--- src/pvd_pkg.sv ---
`default_nettype none

package pvd_pkg;

  localparam int unsigned SAMPLE_W   = 25;
  localparam int unsigned TIME_W     = 32;
  localparam int unsigned DIFF_W     = 26;
  localparam int unsigned FRAC_W     = 16;
  localparam int unsigned BASE_W     = 41;
  localparam int unsigned THR_W      = 20;
  localparam int unsigned HOLD_W     = 16;
  localparam int unsigned ALPHA_W    = 16;
  localparam int unsigned PROD_W     = SAMPLE_W + ALPHA_W;
  localparam int unsigned CLS_W      = 2;
  localparam int unsigned CFG_IDX_W  = 3;
  localparam int unsigned CFG_DATA_W = 20;
  localparam int unsigned FIFO_DEPTH = 4;
  localparam int unsigned FIFO_AW    = 2;

  localparam logic [THR_W-1:0]   DETECT_THR_RST = 20'd7680;
  localparam logic [THR_W-1:0]   MEDIUM_THR_RST = 20'd12800;
  localparam logic [THR_W-1:0]   LARGE_THR_RST  = 20'd20480;
  localparam logic [HOLD_W-1:0]  HOLDOFF_RST    = 16'd2000;
  localparam logic [ALPHA_W-1:0] ALPHA_RST      = 16'd655;

  typedef enum logic [CFG_IDX_W-1:0] {
    CFG_DETECT_THR = 3'd0,
    CFG_MEDIUM_THR = 3'd1,
    CFG_LARGE_THR  = 3'd2,
    CFG_HOLDOFF    = 3'd3,
    CFG_ALPHA      = 3'd4
  } cfg_idx_e;

  typedef enum logic [CLS_W-1:0] {
    CLS_SMALL = 2'd0,
    CLS_CAR   = 2'd1,
    CLS_LARGE = 2'd2
  } cls_e;

  // seed carries the calibration sum, track carries a sample to process
  typedef enum logic {
    KIND_SEED  = 1'b0,
    KIND_TRACK = 1'b1
  } kind_e;

  typedef struct packed {
    kind_e               kind;
    logic [SAMPLE_W-1:0] sample;
    logic [TIME_W-1:0]   time_ms;
    logic [PROD_W-1:0]   prod;
  } entry_t;

  typedef struct packed {
    logic [THR_W-1:0]   detect_thr;
    logic [THR_W-1:0]   medium_thr;
    logic [THR_W-1:0]   large_thr;
    logic [HOLD_W-1:0]  holdoff;
    logic [ALPHA_W-1:0] alpha;
  } cfg_t;

  typedef struct packed {
    logic full;
    logic empty;
  } fifo_stat_t;

  typedef struct packed {
    logic              busy;
    logic              done;
    logic [BASE_W-1:0] quot;
  } div_res_t;

endpackage

`default_nettype wire

--- src/pressure_vehicle_detector_unit.sv ---
// Throughput: one word per cycle unless the output stalls, set by the baseline
// update in the back end (one 41x16 multiply and add per cycle). After the
// last calibration word the back end holds its queue while a three-digit
// reciprocal divider seeds the baseline. Reset: asynchronous, active low;
// clears calibration, baseline, last detect time, queue and output valid,
// and loads the defaults.
`default_nettype none

module pressure_vehicle_detector_unit #(
  parameter int unsigned CALIB_SAMPLES = 10
) (
  input  wire logic                             clk_i,
  input  wire logic                             rst_ni,
  input  wire logic                             cfg_we_i,
  input  wire logic [pvd_pkg::CFG_IDX_W-1:0]    cfg_idx_i,
  input  wire logic [pvd_pkg::CFG_DATA_W-1:0]   cfg_data_i,
  input  wire logic                             in_valid_i,
  output logic                                  in_stall_o,
  input  wire logic [pvd_pkg::SAMPLE_W-1:0]     pressure_sample_i,
  input  wire logic [pvd_pkg::TIME_W-1:0]       time_ms_i,
  output logic                                  out_valid_o,
  input  wire logic                             out_stall_i,
  output logic                                  detected_o,
  output logic [pvd_pkg::CLS_W-1:0]             vehicle_class_o,
  output logic signed [pvd_pkg::DIFF_W-1:0]     difference_o,
  output logic [pvd_pkg::SAMPLE_W-1:0]          baseline_out_o
);
  import pvd_pkg::*;

  cfg_t       cfg_q, cfg_d;
  logic       push;
  logic       pop;
  entry_t     wentry;
  entry_t     rentry;
  fifo_stat_t fifo_stat;

  always_comb begin
    cfg_d = cfg_q;
    if (cfg_we_i) begin
      case (cfg_idx_i)
        CFG_DETECT_THR: cfg_d.detect_thr = cfg_data_i;
        CFG_MEDIUM_THR: cfg_d.medium_thr = cfg_data_i;
        CFG_LARGE_THR:  cfg_d.large_thr  = cfg_data_i;
        CFG_HOLDOFF:    cfg_d.holdoff    = cfg_data_i[HOLD_W-1:0];
        CFG_ALPHA:      cfg_d.alpha      = cfg_data_i[ALPHA_W-1:0];
        default: begin
        end
      endcase
    end
  end

  always_ff @(posedge clk_i or negedge rst_ni) begin
    if (!rst_ni) begin
      cfg_q.detect_thr <= DETECT_THR_RST;
      cfg_q.medium_thr <= MEDIUM_THR_RST;
      cfg_q.large_thr  <= LARGE_THR_RST;
      cfg_q.holdoff    <= HOLDOFF_RST;
      cfg_q.alpha      <= ALPHA_RST;
    end else begin
      cfg_q <= cfg_d;
    end
  end

  assign in_stall_o = fifo_stat.full;

  pvd_front #(
    .CALIB_SAMPLES(CALIB_SAMPLES)
  ) u_front (
    .clk_i     (clk_i),
    .rst_ni    (rst_ni),
    .in_valid_i(in_valid_i),
    .full_i    (fifo_stat.full),
    .sample_i  (pressure_sample_i),
    .time_i    (time_ms_i),
    .alpha_i   (cfg_q.alpha),
    .push_o    (push),
    .entry_o   (wentry)
  );

  pvd_fifo u_fifo (
    .clk_i  (clk_i),
    .rst_ni (rst_ni),
    .push_i (push),
    .wdata_i(wentry),
    .pop_i  (pop),
    .rdata_o(rentry),
    .stat_o (fifo_stat)
  );

  pvd_back #(
    .CALIB_SAMPLES(CALIB_SAMPLES)
  ) u_back (
    .clk_i          (clk_i),
    .rst_ni         (rst_ni),
    .cfg_i          (cfg_q),
    .entry_i        (rentry),
    .fifo_i         (fifo_stat),
    .pop_o          (pop),
    .out_valid_o    (out_valid_o),
    .out_stall_i    (out_stall_i),
    .detected_o     (detected_o),
    .vehicle_class_o(vehicle_class_o),
    .difference_o   (difference_o),
    .baseline_out_o (baseline_out_o)
  );

endmodule

`default_nettype wire

--- src/pvd_front.sv ---
`default_nettype none

module pvd_front #(
  parameter int unsigned CALIB_SAMPLES = 10
) (
  input  wire logic                           clk_i,
  input  wire logic                           rst_ni,
  input  wire logic                           in_valid_i,
  input  wire logic                           full_i,
  input  wire logic [pvd_pkg::SAMPLE_W-1:0]   sample_i,
  input  wire logic [pvd_pkg::TIME_W-1:0]     time_i,
  input  wire logic [pvd_pkg::ALPHA_W-1:0]    alpha_i,
  output logic                                push_o,
  output pvd_pkg::entry_t                     entry_o
);
  import pvd_pkg::*;

  localparam int unsigned CNT_W = $clog2(CALIB_SAMPLES + 1);
  localparam int unsigned SUM_W = SAMPLE_W + $clog2(CALIB_SAMPLES);

  logic [CNT_W-1:0]  cnt_q, cnt_d;
  logic [SUM_W-1:0]  sum_q, sum_d;
  logic              accept;
  logic              tracking;
  logic              last_calib;
  logic [PROD_W-1:0] prod;

  assign accept     = in_valid_i & ~full_i;
  assign tracking   = (cnt_q == CNT_W'(CALIB_SAMPLES));
  assign last_calib = (cnt_q == CNT_W'(CALIB_SAMPLES - 1));
  assign prod       = PROD_W'(sample_i) * PROD_W'(alpha_i);

  always_comb begin
    cnt_d = cnt_q;
    sum_d = sum_q;
    if (accept && !tracking) begin
      cnt_d = cnt_q + 1'b1;
      sum_d = sum_q + SUM_W'(sample_i);
    end
  end

  // calibration words stay here; the last one hands the sum on as a seed
  assign push_o = accept & (tracking | last_calib);

  always_comb begin
    entry_o.kind    = tracking ? KIND_TRACK : KIND_SEED;
    entry_o.sample  = sample_i;
    entry_o.time_ms = time_i;
    entry_o.prod    = tracking ? prod : PROD_W'(sum_d);
  end

  always_ff @(posedge clk_i or negedge rst_ni) begin
    if (!rst_ni) begin
      cnt_q <= '0;
      sum_q <= '0;
    end else begin
      cnt_q <= cnt_d;
      sum_q <= sum_d;
    end
  end

endmodule

`default_nettype wire

--- src/pvd_fifo.sv ---
`default_nettype none

module pvd_fifo (
  input  wire logic           clk_i,
  input  wire logic           rst_ni,
  input  wire logic           push_i,
  input  pvd_pkg::entry_t     wdata_i,
  input  wire logic           pop_i,
  output pvd_pkg::entry_t     rdata_o,
  output pvd_pkg::fifo_stat_t stat_o
);
  import pvd_pkg::*;

  logic [FIFO_AW-1:0] wr_q, rd_q;
  logic [FIFO_AW:0]   cnt_q;
  entry_t             mem_q [FIFO_DEPTH];

  always_ff @(posedge clk_i or negedge rst_ni) begin
    if (!rst_ni) begin
      wr_q  <= '0;
      rd_q  <= '0;
      cnt_q <= '0;
    end else begin
      if (push_i) begin
        wr_q <= wr_q + 1'b1;
      end
      if (pop_i) begin
        rd_q <= rd_q + 1'b1;
      end
      if (push_i && !pop_i) begin
        cnt_q <= cnt_q + 1'b1;
      end else if (pop_i && !push_i) begin
        cnt_q <= cnt_q - 1'b1;
      end
    end
  end

  always_ff @(posedge clk_i) begin
    if (push_i) begin
      mem_q[wr_q] <= wdata_i;
    end
  end

  assign rdata_o      = mem_q[rd_q];
  assign stat_o.full  = (cnt_q == (FIFO_AW + 1)'(FIFO_DEPTH));
  assign stat_o.empty = (cnt_q == '0);

endmodule

`default_nettype wire

--- src/pvd_div.sv ---
`default_nettype none

module pvd_div #(
  parameter int unsigned CALIB_SAMPLES = 10
) (
  input  wire logic                       clk_i,
  input  wire logic                       rst_ni,
  input  wire logic                       start_i,
  input  wire logic [pvd_pkg::PROD_W-1:0] dividend_i,
  output pvd_pkg::div_res_t               res_o
);
  import pvd_pkg::*;

  localparam int unsigned CNT_W   = $clog2(CALIB_SAMPLES + 1);
  localparam int unsigned SUM_W   = SAMPLE_W + $clog2(CALIB_SAMPLES);
  localparam int unsigned CHUNK_W = 15;
  localparam int unsigned STEPS   = (SUM_W + FRAC_W + CHUNK_W - 1) / CHUNK_W;
  localparam int unsigned DIV_W   = STEPS * CHUNK_W;
  localparam int unsigned STEP_W  = $clog2(STEPS);
  localparam int unsigned CUR_W   = CNT_W + CHUNK_W;
  localparam int unsigned SHIFT   = CUR_W + CNT_W;
  localparam int unsigned RECIP_W = SHIFT + 1;
  localparam int unsigned MUL_W   = CUR_W + RECIP_W;
  localparam logic [RECIP_W-1:0] RECIP =
    RECIP_W'(((64'd1 << SHIFT) + 64'(CALIB_SAMPLES) - 64'd1) / 64'(CALIB_SAMPLES));

  logic               busy_q;
  logic               done_q;
  logic [STEP_W-1:0]  step_q;
  logic [CNT_W-1:0]   rem_q;
  logic [DIV_W-1:0]   work_q;
  logic [CUR_W-1:0]   cur;
  logic [MUL_W-1:0]   recip_prod;
  logic [CHUNK_W-1:0] digit;
  logic [CUR_W-1:0]   back_prod;
  logic [CNT_W-1:0]   rem_d;
  logic               last_step;

  // long division by the constant, one 15-bit digit a cycle; the digit comes
  // from an exact reciprocal multiply, the remainder from multiplying back
  assign cur        = {rem_q, work_q[DIV_W-1 -: CHUNK_W]};
  assign recip_prod = MUL_W'(cur) * MUL_W'(RECIP);
  assign digit      = recip_prod[SHIFT +: CHUNK_W];
  assign back_prod  = CUR_W'(digit) * CUR_W'(CALIB_SAMPLES);
  assign rem_d      = CNT_W'(cur - back_prod);
  assign last_step  = (step_q == STEP_W'(STEPS - 1));

  always_ff @(posedge clk_i or negedge rst_ni) begin
    if (!rst_ni) begin
      busy_q <= 1'b0;
      done_q <= 1'b0;
      step_q <= '0;
    end else begin
      done_q <= busy_q & last_step;
      if (start_i) begin
        busy_q <= 1'b1;
        step_q <= '0;
      end else if (busy_q) begin
        step_q <= step_q + 1'b1;
        if (last_step) begin
          busy_q <= 1'b0;
        end
      end
    end
  end

  always_ff @(posedge clk_i) begin
    if (start_i) begin
      work_q <= DIV_W'({SUM_W'(dividend_i), FRAC_W'(0)});
      rem_q  <= '0;
    end else if (busy_q) begin
      work_q <= {work_q[DIV_W-CHUNK_W-1:0], digit};
      rem_q  <= rem_d;
    end
  end

  assign res_o.busy = busy_q | done_q;
  assign res_o.done = done_q;
  assign res_o.quot = work_q[BASE_W-1:0];

endmodule

`default_nettype wire

--- src/pvd_back.sv ---
`default_nettype none

module pvd_back #(
  parameter int unsigned CALIB_SAMPLES = 10
) (
  input  wire logic                          clk_i,
  input  wire logic                          rst_ni,
  input  pvd_pkg::cfg_t                      cfg_i,
  input  pvd_pkg::entry_t                    entry_i,
  input  pvd_pkg::fifo_stat_t                fifo_i,
  output logic                               pop_o,
  output logic                               out_valid_o,
  input  wire logic                          out_stall_i,
  output logic                               detected_o,
  output logic [pvd_pkg::CLS_W-1:0]          vehicle_class_o,
  output logic signed [pvd_pkg::DIFF_W-1:0]  difference_o,
  output logic [pvd_pkg::SAMPLE_W-1:0]       baseline_out_o
);
  import pvd_pkg::*;

  localparam int unsigned ACC_W = BASE_W + FRAC_W + 1;

  logic [BASE_W-1:0]         base_q, base_d;
  logic [TIME_W-1:0]         last_q, last_d;
  logic                      out_valid_q;
  logic                      det_q;
  cls_e                      cls_q;
  logic signed [DIFF_W-1:0]  diff_q;
  logic [SAMPLE_W-1:0]       bout_q;

  logic                      out_ready;
  logic                      is_seed;
  logic                      take;
  logic                      seed_start;
  logic                      track;
  div_res_t                  div_res;

  logic [SAMPLE_W-1:0]       base_cur;
  logic signed [DIFF_W-1:0]  diff;
  logic [DIFF_W-1:0]         mag;
  logic [TIME_W-1:0]         elapsed;
  logic                      det;
  cls_e                      cls;
  logic [BASE_W+ALPHA_W-1:0] scaled;
  logic [ACC_W-1:0]          acc;
  logic [BASE_W-1:0]         new_base;

  assign out_ready  = ~out_valid_q | ~out_stall_i;
  assign is_seed    = (entry_i.kind == KIND_SEED);
  // hold the queue while the baseline is being seeded
  assign take       = ~fifo_i.empty & ~div_res.busy & (is_seed | out_ready);
  assign pop_o      = take;
  assign seed_start = take & is_seed;
  assign track      = take & ~is_seed;

  pvd_div #(
    .CALIB_SAMPLES(CALIB_SAMPLES)
  ) u_div (
    .clk_i     (clk_i),
    .rst_ni    (rst_ni),
    .start_i   (seed_start),
    .dividend_i(entry_i.prod),
    .res_o     (div_res)
  );

  assign base_cur = base_q[BASE_W-1 -: SAMPLE_W];
  assign diff     = signed'({1'b0, entry_i.sample}) - signed'({1'b0, base_cur});
  assign mag      = diff[DIFF_W-1] ? DIFF_W'(-diff) : DIFF_W'(diff);
  assign elapsed  = entry_i.time_ms - last_q;
  assign det      = (elapsed > TIME_W'(cfg_i.holdoff)) && (mag > DIFF_W'(cfg_i.detect_thr));

  always_comb begin
    if (!det) begin
      cls = CLS_SMALL;
    end else if (mag > DIFF_W'(cfg_i.large_thr)) begin
      cls = CLS_LARGE;
    end else if (mag > DIFF_W'(cfg_i.medium_thr)) begin
      cls = CLS_CAR;
    end else begin
      cls = CLS_SMALL;
    end
  end

  // new = ((base << 16) + (alpha * sample << 16) - alpha * base) >> 16
  assign scaled   = (BASE_W + ALPHA_W)'(base_q) * (BASE_W + ALPHA_W)'(cfg_i.alpha);
  assign acc      = {1'b0, base_q, FRAC_W'(0)} + {1'b0, entry_i.prod, FRAC_W'(0)}
                  - ACC_W'(scaled);
  assign new_base = acc[BASE_W+FRAC_W-1:FRAC_W];

  always_comb begin
    base_d = base_q;
    last_d = last_q;
    if (div_res.done) begin
      base_d = div_res.quot;
    end else if (track) begin
      base_d = new_base;
      if (det) begin
        last_d = entry_i.time_ms;
      end
    end
  end

  always_ff @(posedge clk_i or negedge rst_ni) begin
    if (!rst_ni) begin
      base_q      <= '0;
      last_q      <= '0;
      out_valid_q <= 1'b0;
    end else begin
      base_q <= base_d;
      last_q <= last_d;
      if (track) begin
        out_valid_q <= 1'b1;
      end else if (!out_stall_i) begin
        out_valid_q <= 1'b0;
      end
    end
  end

  always_ff @(posedge clk_i) begin
    if (track) begin
      det_q  <= det;
      cls_q  <= cls;
      diff_q <= diff;
      bout_q <= base_cur;
    end
  end

  assign out_valid_o     = out_valid_q;
  assign detected_o      = det_q;
  assign vehicle_class_o = cls_q;
  assign difference_o    = diff_q;
  assign baseline_out_o  = bout_q;

endmodule

`default_nettype wire
--- config.mk ---
export PLATFORM = sky130hd
export DESIGN_NAME = pressure_vehicle_detector_unit
export DESIGN_NICKNAME = d
export VERILOG_FILES = /design/src/pvd_pkg.sv /design/src/pressure_vehicle_detector_unit.sv /design/src/pvd_front.sv /design/src/pvd_fifo.sv /design/src/pvd_div.sv /design/src/pvd_back.sv
export SDC_FILE = /design/constraint.sdc
export NUM_CORES = 2
export LEC_CHECK = 0
export BUFFER_PORTS_ARGS = -buffer_cell sky130_fd_sc_hd__buf_4
export CAP_MARGIN = 20
export CORE_MARGIN = 10
export CORE_UTILIZATION = 42
export CTS_CLUSTER_SIZE = 25
export DETAILED_ROUTE_END_ITERATION = 12
export GPL_TIMING_DRIVEN = 0
export PLACE_DENSITY_LB_ADDON = 0.12
export RECOVER_POWER = 50
export SYNTH_ARGS = -nofsm -noshare
export SYNTH_HDL_FRONTEND = slang
export SYNTH_HIERARCHICAL = 1
export SYNTH_SLANG_ARGS = --single-unit
--- constraint.sdc ---
create_clock -name clk_i -period 11.7 [get_ports clk_i]
set_input_delay 1.17 -clock clk_i [delete_from_list [all_inputs] [get_ports clk_i]]
set_output_delay 1.17 -clock clk_i [all_outputs]
set_load 0.05 [all_outputs]
==> flow_metrics.py <==
metrics = {
    "global_routing": {
        "track_usage": 0.251,
        "grt_pass1_vias": 55400,
        "grt_pass1_wl_um": 369000,
        "gr-total-overflow": 0,
        "grt_max_degree": 107,
        "antenna_found_initial": 37,
    },
    "yosys": {
        "netlist_instances": 7212,
        "yosysTopAreaCell": "fa_1",
        "syn_area_um2": 75300,
        "ys_ff_latch": 709,
        "ys_seq_area_frac": 0.267,
        "synth_top_area_share": 0.278,
        "synth.distinct_cells": 109,
        "yosysWarnings": 6,
        "syn-num-nets": 8912,
        "synth_edf_count": 479,
        "async_flop_share": 0.296,
        "synth_top_cells_by_area": "fa_1, edfxtp_1, ha_1",
        "avgSynthCellArea_um2": 10.4,
        "synth_ff_type": "edfxtp_1",
    },
    "placement": {
        "place_ws_ns": 1.05,
        "place_area_um2": 79300,
        "port_buffers": 108,
        "dp_hpwl_um": 197000,
        "place.gp.congestion": 0.949,
    },
    "worst_hold_path": {
        "hp-class": "flip-flop to flip-flop",
    },
    "worst_setup_path": {
        "worstPathArrival_ns": 11.56,
        "worstPathRequired_ns": 12.24,
        "crit_type": "flip-flop to flip-flop",
        "endpoint_kind": "flip-flop",
        "reg2reg_depth": 25,
        "endpoint": "u_back/base_q[40]",
        "critPathMaxFanout": 13,
        "timing.rr.end": "u_back/base_q[40]",
        "crit_start": "cfg_q[2]",
        "ff2ff_setup_slack_ns": 0.69,
        "critical_path.reg2reg.startpoint": "cfg_q[2]",
        "startpoint_type": "flip-flop",
    },
    "drt": {
        "wire_per_inst_um": 25.1,
        "drc_errors": 0,
        "vias": 53300,
        "first_pass_iters": 6,
        "via_per_inst": 5.42,
        "drtAntennaViolNets": 0,
        "first_iter_violations": 4546,
        "wl_um": 247000,
    },
    "cells_and_area": {
        "layout_commonest_cell": "inv_1",
        "syn_to_final_growth_pct": 8.26,
        "finalNetCount": 9118,
        "fillers": 17100,
        "layout_common_cells": "inv_1, fa_1, nand2_1",
        "drive_gt1_frac": 0.0721,
        "final_area_um2": 81500,
    },
    "clock_tree": {
        "cts_setup_buffers": 0,
        "hold_buffers": 0,
        "htree_levels": 3,
        "clkTransAtPathRegs_ns": 0.06,
        "clockRootBuffer": "clkbuf_16",
        "cts_resized": 0,
        "cts_tree": "yes",
        "clock_path_buffers": 3,
        "cts.sinks": 709,
        "cts_made_buffers": 82,
        "insertion_delay_ns": 0.76,
    },
    "timing": {
        "fin_crit_sh": 0.941,
        "grt_setup_unrepaired": "no",
        "period_minus_slack_ns": 11.01,
        "drv_slew": 385,
        "slew_headroom": -3.12,
        "clock_skew_ns": 0.0648,
        "hold_viol": 0,
        "setup_violations": 0,
        "max_freq_ghz": 0.0908,
        "setup_slack_ns": 0.687,
        "max_slew.worst_pin.slew_ns": 6.18,
    },
    "floorplanning": {
        "die_w_um": 443,
        "start_util": 0.422,
        "coreArea_um2": 178000,
        "io_pins": 141,
        "dieHeight_um": 443,
        "die_area_um2": 197000,
        "rows": 155,
    },
    "run": {
        "drv_cap": 7,
    },
    "status": {
        "violations": "max-capacitance violations, max-slew violations",
        "status": "finished with violations",
    },
}
-- cells in the mapped netlist, types with 102 or more instances --
library cell	number
a21oi_1	244
xnor2_1	105
mux2_2	109
fa_1	1044
edfxtp_1	479
nand2_1	931
a21o_1	110
nor2_1	177
ha_1	571
clkbuf_1	263
dfrtp_1	189
and2_1	393
o21ai_0	176
buf_4	102
inv_1	1374
-- through the flow --
step	utilization	hold slack [ns]	setup TNS, ns	cells
6_report	0.457	0.444	0	9848
3_3_place_gp	0.443	0.431	-0.0318	9675
2_1_floorplan	-	0.423	0	7212
4_1_cts	0.461	0.212	0	9841
3_5_place_dp	0.445	0.432	0	9688
5_1_grt	0.457	0.461	0	9843
-- per-layer routing --
layer	GRT usage	routed length [um]	vias up
met2	0.388	111000	1914
li1	-	-	23500
met5	0.000732	161	-
met3	0.0414	17100	374
met1	0.357	110000	27500
met4	0.0863	9490	24
-- sequential cells by signal (all words and copies together), names as in the netlist, 2 cells and up --
register and flops:
cfg_q 92, u_back/base_q 41, u_back/baseline_out_o 25, u_back/difference_o 26, u_back/last_q 32, u_back/u_div/rem_q 4, u_back/u_div/step_q 2, u_back/u_div/work_q 45
u_back/vehicle_class_o 2, u_fifo/cnt_q 3, u_fifo/mem_q 396, u_fifo/rd_q 2, u_fifo/wr_q 2, u_front/cnt_q 4, u_front/sum_q 29
-- cell families after synthesis --
family	count (synthesis)	synth area share
multiplexers	253	0.0540
flip-flops	709	0.267
buffers and inverters	1781	0.0962
AND/OR/NAND/NOR	1809	0.114
adder cells (fa/ha/maj)	1615	0.373
AO/OA/AOI/OAI	859	0.0744
XOR/XNOR	186	0.0218
-- worst min path at each step --
| stage | from | to | slack (ns) | cells after the start |
|---|---|---|---|---|
| floorplan | u_back/base_q[30] | u_back/baseline_out_o[14] | 0.42 | 0 |
| global placement | u_back/base_q[38] | u_back/baseline_out_o[22] | 0.43 | 0 |
| detailed placement | u_back/base_q[36] | u_back/baseline_out_o[20] | 0.43 | 0 |
| CTS | rst_ni | u_back/last_q[15] | 0.21 | 1 |
| global route | u_back/base_q[36] | u_back/baseline_out_o[20] | 0.46 | 0 |
| finish | u_back/base_q[38] | u_back/baseline_out_o[22] | 0.44 | 0 |
-- layout make-up --
class	count	area, um^2	share of cell area
diodes	6	15.0	0.000184
plain buffers	405	1830	0.0225
clock buffers	108	2240	0.0275
clock inverters	45	554	0.00680
inverters	1376	5160	0.0634
multi-input cells	4722	47900	0.588
flip-flops and latches	709	20100	0.246
well taps	2355	2950	0.0362
repair buffers	122	729	0.00895
-- worst max-delay path: stages, from the launching register on --
cell      delay, ns
dfstp_2        0.95
clkbuf_1       0.89
nand2_1        0.24
fa_1           0.58
inv_1          0.05
fa_1           0.47
fa_1           0.51
inv_1          0.05
fa_1           0.49
fa_1           0.55
inv_1          0.06
fa_1           0.53
inv_1          0.05
ha_1           0.34
nand2_1        0.06
o21ai_0        0.62
a21oi_1        0.33
a211oi_1       0.67
nor2_1         0.32
nor4_1         0.86
o31a_1         0.54
nor2_1         0.19
o21ai_0        0.44
a21oi_1        0.17
xnor2_1        0.57
o221ai_1       0.22
Power is left out: the tool's default activity adds up to more than one toggle a clock period on the data nets, which glitch-free logic cannot reach.
